`src/page_tag_table_core_assert.svh`:
```
// ----------------------------------------------------------------------------
// page_tag_table_core_assert
// assertion macros for the page tag table
// ----------------------------------------------------------------------------
`ifndef PAGE_TAG_TABLE_CORE_ASSERT_SVH
`define PAGE_TAG_TABLE_CORE_ASSERT_SVH

// same-cycle implication, checked out of reset
`define PTT_ASSERT_IMPLY(label, ante, cons) \
    label: assert property (@(posedge clk) disable iff (!rst_n) (ante) |-> (cons)) \
        else $error("page tag table check failed");

// next-cycle implication, checked out of reset
`define PTT_ASSERT_NEXT(label, ante, cons) \
    label: assert property (@(posedge clk) disable iff (!rst_n) (ante) |=> (cons)) \
        else $error("page tag table check failed");

`endif

```
`src/ptt_pkg.sv`:
```
// ----------------------------------------------------------------------------
// ptt_pkg
// types and constants shared by the page tag table modules
// ----------------------------------------------------------------------------
package ptt_pkg;

    localparam int ADDR_W    = 48;
    localparam int TAG_W     = 8;
    localparam int DIST_W    = 7;
    localparam int KIND_W    = 2;
    localparam int COUNT_W   = 21;
    localparam int LHB_W     = 12;
    localparam int CFG_W     = 48;
    localparam int CFG_IDX_W = 1;

    localparam logic [TAG_W-1:0] TAG_LARGE = 8'h80;
    localparam logic [LHB_W-1:0] LHB_RESET = 12'd64;

    localparam logic [KIND_W-1:0] KIND_SMALL  = 2'd0;
    localparam logic [KIND_W-1:0] KIND_LARGE  = 2'd1;
    localparam logic [KIND_W-1:0] KIND_LOOKUP = 2'd2;

    localparam logic [CFG_IDX_W-1:0] CFG_REGION_BASE = 1'd0;
    localparam logic [CFG_IDX_W-1:0] CFG_LARGE_HDR   = 1'd1;

    typedef enum logic [2:0] {
        S_CLEAR,
        S_IDLE,
        S_DECODE,
        S_WRITE,
        S_LOOKUP_RD,
        S_LOOKUP_CALC,
        S_EMIT
    } state_t;

    typedef struct packed {
        logic [KIND_W-1:0]  kind;
        logic [ADDR_W-1:0]  address;
        logic [ADDR_W-1:0]  block_header_address;
        logic [COUNT_W-1:0] page_count;
    } in_item_t;

    typedef struct packed {
        logic [ADDR_W-1:0] header_address;
        logic              is_large;
        logic [DIST_W-1:0] distance;
        logic              out_of_range;
    } out_item_t;

endpackage

```
`src/ptt_header_calc.sv`:
```
// ----------------------------------------------------------------------------
// ptt_header_calc
// decodes a looked-up tag into the block header address
// ----------------------------------------------------------------------------
module ptt_header_calc #(
    parameter int PAGE_SHIFT = 12
) (
    input  logic [ptt_pkg::ADDR_W-1:0] address,
    input  logic [ptt_pkg::TAG_W-1:0]  tag,
    input  logic [ptt_pkg::LHB_W-1:0]  large_header_bytes,
    output ptt_pkg::out_item_t         result
);

    logic                         tag_is_large;
    logic [ptt_pkg::DIST_W-1:0]   tag_dist;
    logic [ptt_pkg::ADDR_W-1:0]   page_num;
    logic [ptt_pkg::ADDR_W-1:0]   page_diff;
    logic [ptt_pkg::ADDR_W-1:0]   small_hdr;
    logic [ptt_pkg::ADDR_W-1:0]   large_hdr;

    assign tag_is_large = tag[ptt_pkg::TAG_W-1];
    assign tag_dist     = tag[ptt_pkg::DIST_W-1:0];
    assign page_num     = address >> PAGE_SHIFT;
    assign page_diff    = page_num - {{(ptt_pkg::ADDR_W-ptt_pkg::DIST_W){1'b0}}, tag_dist}
                          - {{(ptt_pkg::ADDR_W-1){1'b0}}, 1'b1};
    assign small_hdr    = page_diff << PAGE_SHIFT;
    assign large_hdr    = address
                          - {{(ptt_pkg::ADDR_W-ptt_pkg::LHB_W){1'b0}}, large_header_bytes};

    always_comb
    begin
        result.header_address = tag_is_large ? large_hdr : small_hdr;
        result.is_large       = tag_is_large;
        result.distance       = tag_dist;
        result.out_of_range   = 1'b0;
    end

endmodule

```
`config.mk`:
```
export PLATFORM = sky130hd
export DESIGN_NAME = ptt_header_calc
export DESIGN_NICKNAME = d
export VERILOG_FILES = /design/src/page_tag_table_core_assert.svh /design/src/ptt_pkg.sv /design/src/ptt_header_calc.sv
export SDC_FILE = /design/constraint.sdc
export NUM_CORES = 1
export LEC_CHECK = 0
export BUFFER_PORTS_ARGS = -buffer_cell sky130_fd_sc_hd__buf_2
export CAP_MARGIN = 25
export CORE_ASPECT_RATIO = 0.7
export CORE_MARGIN = 4
export CORE_UTILIZATION = 49
export DETAILED_ROUTE_END_ITERATION = 12
export PLACE_DENSITY_LB_ADDON = 0.3
export SLEW_MARGIN = 30
export SYNTH_ARGS = -nofsm -noshare
export SYNTH_HDL_FRONTEND = slang
export SYNTH_SLANG_ARGS = --single-unit
```
`constraint.sdc`:
```
create_clock -name vclk -period 9.46
set_input_delay 1.892 -clock vclk [all_inputs]
set_output_delay 1.892 -clock vclk [all_outputs]
set_load 0.01 [all_outputs]
```
# [Yosys cells after proc, flatten, opt, wreduce, memory -nomap -nowiden]
# Cells that the tools add are included.
[word_totals] reg_bits=0 latchBits=0 mem_bits_rw=0 romBits=0 in_bits=68 out_inout_bits=57 elab_cells=4 mem_count=0
[classes] addsub=3 multipliers=0 div=0 magnitude_cmp=0 eq_ne=0 n_shift=0 muxes=1 n_bitwise=0 n_reduce_logical=0
[ops] cell="two-way mux 48 bit" n=1
[ops] cell="subtractor 48 x 12 -> 48 bit" n=1
[ops] cell="subtractor 36 x 2 -> 36 bit (second input constant)" n=1
[ops] cell="subtractor 36 x 7 -> 36 bit" n=1

# [Longest topological paths before layout]
# Gate-level depths: netlist of run 1.
[depth] word_depth=3 ltp_mapped=11 mapped_depth_nobuf=10

# [Worst setup path before layout of run 1]
# OpenSTA, ideal clock, no wires.
[synth_path] path_kind="input to output" start="input address[0] in the netlist's numbering" end="output result[35] in the netlist's numbering" arrival_time_ns=4.148 required_ns=7.568 setup_slack_ns=3.420 cell_stages=11 path_cell_list="inv_1 -> ha_1 -> inv_1 -> fa_1 -> a21o_1 -> a221oi_1 -> and4b_1 -> o32ai_4 -> buf_6 -> nand2_1 -> xnor2_1"
[synth_lines] element="start, declared" line_no="ptt_header_calc.sv:8" rtl="input logic [ptt_pkg::ADDR_W-1:0] address,"
[synth_lines] element="end, declared" line_no="ptt_header_calc.sv:11" rtl="output ptt_pkg::out_item_t result"

==> results of run 1 <==
[logic make-up after synthesis]
kind of cell | share of synthesized area
multiplexers | 0.00520
buffers and inverters | 0.0956
AO/OA/AOI/OAI | 0.233
AND/OR/NAND/NOR | 0.310
adder cells (fa/ha/maj) | 0.144
XOR/XNOR | 0.209
other | 0.00195
[per-layer routing]
metal | routed length (microns) | share of wire
met5 | 0 | 0
met4 | 16 | 0.0027
met3 | 482 | 0.082
met2 | 2660 | 0.45
met1 | 2740 | 0.46
[metrics by stage]
step           instances  instance area, sq um
2_1_floorplan        277                  1920
3_3_place_gp         436                  2510
3_5_place_dp         436                  2520
4_1_cts              436                  2520
5_1_grt              436                  2520
6_report             436                  2520
[path summary, 6_finish.rpt]
kind / startpoint / end / slack, ps / depth (start not counted)
worst max-delay path: address[0] / result[43] / 2730 / 12
worst min-delay path: tag[1] / result[2] / 3980 / 2
[power groups by stage]
stage	registers (mW)	logic, mW	clock network (mW)
after floorplan	0	0.0830	0
final	0	0.133	0
after global placement	0	0.130	0
after CTS	0	0.133	0
after detailed placement	0	0.132	0
after global routing	0	0.147	0
[worst max-delay path, cell delays in order]
cell                       delay (ps)
sky130_fd_sc_hd__buf_2             90
sky130_fd_sc_hd__inv_1             50
sky130_fd_sc_hd__ha_1             180
sky130_fd_sc_hd__inv_1             60
sky130_fd_sc_hd__fa_1             390
sky130_fd_sc_hd__a21o_1           180
sky130_fd_sc_hd__a221oi_1         550
sky130_fd_sc_hd__and4b_1          320
sky130_fd_sc_hd__o32ai_4          560
sky130_fd_sc_hd__nand4_1          200
sky130_fd_sc_hd__xnor2_1          190
sky130_fd_sc_hd__buf_2            160
[cells in the mapped netlist (6+ instances only)]
cell type	n	area (sq um)
sky130_fd_sc_hd__a21o_1	9	67.6
sky130_fd_sc_hd__or4_1	7	52.6
sky130_fd_sc_hd__xnor2_1	22	193
sky130_fd_sc_hd__o21ai_0	8	40.0
sky130_fd_sc_hd__nor4_1	6	37.5
sky130_fd_sc_hd__buf_4	9	67.6
sky130_fd_sc_hd__a211oi_1	6	45.0
sky130_fd_sc_hd__a21oi_1	19	95.1
sky130_fd_sc_hd__xor2_1	24	210
sky130_fd_sc_hd__nor2_1	30	113
sky130_fd_sc_hd__inv_1	22	82.6
sky130_fd_sc_hd__ha_1	19	238
sky130_fd_sc_hd__nand2_1	17	63.8
sky130_fd_sc_hd__nor3_1	10	50.1
[final cells by class]
type               instances  share of cell area
multi-input cells        239               0.694
repair buffers           124               0.247
inverters                 23              0.0343
well taps                 50              0.0249
==> summary.md, run 1 <==
• average via count per standard cell: 5.49
• critical path capture point type: output pin
• power dissipated by switching net loads: 74.7 uW
• post-route worst hold slack: 3980 ps
• pwr/cell area: 53.0 nW/um^2
• post-route antenna net violation count: 0
• number of clock-tree buffers in the layout: 0
• Via Count: 2392
• Setup TNS: 0 ps
• standard-cell rows: 18
• number of instances in the synthesized netlist: 277
• YS warnings: 0
• pins over their slew limit: 0
• maximum number of pins on one net before global-route repair: 18
• fraction of power spent switching nets: 0.560
• critical path data required time: 7570 ps
• power share of the clock group: 0
• setup slack after placement: 2770 ps
• total of max-cap violations: 0
• count of routing violations after the opening detailed-route iteration: 150
• overall global routing resource usage: 0.213
• net count reported at finish: 477
• die span in y: 60.4 microns
• maximum clock rate: 0.149 GHz
• share of the core filled with cells in the final layout: 0.690
• fraction of the cycle the final worst path needs: 0.711
• P&R area growth vs syn: 30.8%
• final setup violation count: 0
• transition time at the pin with the least slew margin: 763 ps
• Residual DRC: 0
• count of hold-fix buffers inserted at cts: 0
• sum of routed wire length over all layers: 5.90 mm
• sequential share of power: 0
• sequential share of the synthesized area: 0
• top-level I/O count: 125
• global route total overflow: 0
• share of post-route cells with drive strength above 1: 0.355
• Min Clock Period, post-route: 6730 ps
• most frequent cells in the layout: 124 x sky130_fd_sc_hd__buf_2, 30 x sky130_fd_sc_hd__nor2_1, 24 x sky130_fd_sc_hd__xor2_1
• first-pass GRT wire length: 9.38 mm
• Filler Cells Inserted: 333
• Routed WL per cell: 13.5 microns
• arrival time reported for the critical path endpoint: 4840 ps
• Syn Std Cell Area: 1920 sq um
• Synth Area per Inst: 6.95 sq um
• HPWL reported at the end of detailed placement: 5.00 mm
• postcts setup bufs: 0
• slew margin rel.: 0.487
• busiest metal layer after global routing: met2
• run status: complete, no violations
• hold crit path type: in2out
• Port Buf Inserts: 124
• fin worst setup slack: 2730 ps
• Logic pwr share: 1.000
• largest fanout on the critical path: 14
• M2 GR Usage: 0.363
• footprint of the multi-input gates: 1750 sq um
• total chip power: 133 uW
• Seq. cell area: 0 sq um
• RSZ-0062 raised after global routing: false
• maximum vdd drop: 0.0000313 V
• met1 layer usage reported by global route: 0.303
• global placement routability congestion: 0.914
• 1st-pass router iterations: 4
• via count of the first global-routing pass: 2160
• area enclosed by the die boundary: 5010 sq um
• Critical Path Start Type: primary input
• cell internal pwr: 58.7 uW
• routing usage on met3: 0.0312
• count of sequential standard cells: 0
• placeable core region: 3650 sq um
• initial antenna violation count: 0
• leak pwr: 1.27 nW
• crit path kind: in2out
• starting density of the core: 0.527
• Final Hold Violating Endpoints: 0
• most common library cell in the layout ignoring fill and taps: sky130_fd_sc_hd__buf_2
• post_cts resized: 0
• Antenna diodes: 0
• Die Span X: 82.9 microns
• number of distinct library cells after synthesis: 50
• Synthesized Nets: 366
Power figures use the tool's default switching activity.
==> inputs of run 2 (changes only) <==
--- a/config.mk
+++ b/config.mk
@@ -9,7 +9,7 @@
 export CAP_MARGIN = 25
 export CORE_ASPECT_RATIO = 0.7
 export CORE_MARGIN = 4
-export CORE_UTILIZATION = 49
+export CORE_UTILIZATION = 41
 export DETAILED_ROUTE_END_ITERATION = 12
 export PLACE_DENSITY_LB_ADDON = 0.3
 export SLEW_MARGIN = 30
==> constraint.sdc (replaced) <==
create_clock -name vclk -period 5.7
set_input_delay 1.14 -clock vclk [all_inputs]
set_output_delay 1.14 -clock vclk [all_outputs]
set_load 0.01 [all_outputs]
==> summary.md, run 2 (synthesized netlist as in run 1, its figures left out) <==
• run status: complete, no violations
• number of clock-tree buffers in the layout: 0, unchanged
• critical path capture point type: output pin
• most frequent cells in the layout: 124 x sky130_fd_sc_hd__buf_2, 30 x sky130_fd_sc_hd__nor2_1, 24 x sky130_fd_sc_hd__xor2_1
• total chip power: 221 uW, +65%
• Hold Path Stages: 2, unchanged
• share of post-route cells with drive strength above 1: 0.356, +0.000748
• power share of the clock group: 0, unchanged
• maximum number of pins on one net before global-route repair: 18, unchanged
• count of hold-fix buffers inserted at cts: 0, unchanged
• fin area: 2530 sq um, +0.60%
• post_cts resized: 0, unchanged
• global placement routability congestion: 0.894, -2.3%
• fraction of power spent switching nets: 0.558, -0.00164
• area enclosed by the die boundary: 5870 sq um, +17%
• Via Count: 2402, +0.42%
• power dissipated by switching net loads: 123 uW, +65%
• critical hold path startpoint: tag[1]
• count of routing violations after the opening detailed-route iteration: 104, -31%
• Slowest-stage cell, CP: sky130_fd_sc_hd__a221oi_1
• placeable core region: 4430 sq um, +21%
• pwr/cell area: 87.1 nW/um^2, +64%
• Logic pwr share: 1.000, about the same
• via count of the first global-routing pass: 2259, +4.6%
• kind of cell with the highest combined delay on the critical path: compound AO/OA/AOI/OAI gates
• maximum vdd drop: 0.0000446 V, +42%
• 1st-pass router iterations: 4, unchanged
• transition time at the pin with the least slew margin: 719 ps, -43.3 ps
• Antenna diodes: 0, unchanged
• slew margin rel.: 0.517, +0.0294
• overall global routing resource usage: 0.189, -0.0239
• slowest cell delay on critical path: 550 ps, about the same
• endpoint with the worst hold slack: result[2]
• Setup TNS: 0 ps, unchanged
• maximum clock rate: 0.196 GHz
• first-pass GRT wire length: 9.80 mm, +4.6%
• Residual DRC: 0, unchanged
• global route total overflow: 0, unchanged
• cell internal pwr: 97.4 uW, +66%
• die span in y: 65.3 microns, +8.1%
• Port Buf Inserts: 124, unchanged
• Die Span X: 89.9 microns, +8.4%
• fraction of the cycle the final worst path needs: 0.896
• arrival time reported for the critical path endpoint: 3970 ps, -870 ps
• sum of routed wire length over all layers: 5.95 mm, +0.97%
• postcts setup bufs: 0, unchanged
• top-level I/O count: 125, unchanged
• Filler Cells Inserted: 468, +41%
• critical path data required time: 4560 ps, -3010 ps
• cell breakdown of the critical path: buf_2, inv_1, ha_1, inv_1, fa_1, a21o_1, a221oi_1, and4b_1, o32ai_4, nand4b_1, xnor2_1, buf_2
• sequential share of power: 0, unchanged
• total of max-cap violations: 0, unchanged
• footprint of the multi-input gates: 1740 sq um, -0.36%
• P&R area growth vs syn: 31.5%
• post-route antenna net violation count: 0, unchanged
• hold crit path type: in2out
• final setup violation count: 0, unchanged
• standard-cell rows: 20, +2
• Seq. cell area: 0 sq um, unchanged
• average via count per standard cell: 5.42, -1.2%
• Final Hold Violating Endpoints: 0, unchanged
• Critical Path Start Type: primary input
• initial antenna violation count: 0, unchanged
• Routed WL per cell: 13.4 microns, -0.63%
• pins over their slew limit: 0, unchanged
• largest fanout on the critical path: 14, unchanged
• HPWL reported at the end of detailed placement: 5.11 mm, +2.2%
• DP Area: 2530 sq um, +0.60%
• net count reported at finish: 479, +0.42%
• count of sequential standard cells: 0, unchanged
• count of buffering cells on the critical path with inverters included: 4, unchanged
• most common library cell in the layout ignoring fill and taps: sky130_fd_sc_hd__buf_2
• leak pwr: 1.28 nW, +0.73%
• RSZ-0062 raised after global routing: false
• starting density of the core: 0.434, -0.0930
• Min Clock Period, post-route: 5110 ps
• crit path kind: in2out
run 2: final cells by class:
class	count	share of cell area
multi-input cells	239	0.688
inverters	23	0.0341
well taps	55	0.0272
repair buffers	126	0.251
run 2: metrics by stage:
| stage | setup slack, ps | hold WS [ps] | instances | util |
|---|---|---|---|---|
| after floorplan | 1160 | 2360 | 277 | - |
| after global placement | 679 | 2480 | 443 | 0.571 |
| after detailed placement | 596 | 2480 | 443 | 0.571 |
| after CTS | 596 | 2480 | 443 | 0.571 |
| after global routing | 254 | 2490 | 443 | 0.571 |
| final | 595 | 2480 | 443 | 0.571 |
run 2: how the worst max path moves through the flow:
| stage | cells after the start | slack [ps] | start | to |
|---|---|---|---|---|
| floorplan | 11 | 1160 | address[0] | result[35] |
| global placement | 12 | 680 | address[0] | result[43] |
| detailed placement | 12 | 600 | address[0] | result[49] |
| CTS | 12 | 600 | address[0] | result[49] |
| global route | 12 | 250 | address[0] | result[39] |
| finish | 12 | 590 | address[0] | result[49] |
run 2: per-layer routing:
metal	GRT usage	wire (microns)	vias up
li1	-	-	1218
met1	0.261	2890	1091
met2	0.329	2570	89
met3	0.0275	452	4
met4	0.00954	39	0
met5	0	0	-
run 2: power groups by stage:
| stage | sequential (mW) | clock (mW) | combinational (mW) |
|---|---|---|---|
| after floorplan | 0 | 0 | 0.138 |
| after global placement | 0 | 0 | 0.217 |
| after detailed placement | 0 | 0 | 0.220 |
| after CTS | 0 | 0 | 0.220 |
| after global routing | 0 | 0 | 0.245 |
| final | 0 | 0 | 0.221 |
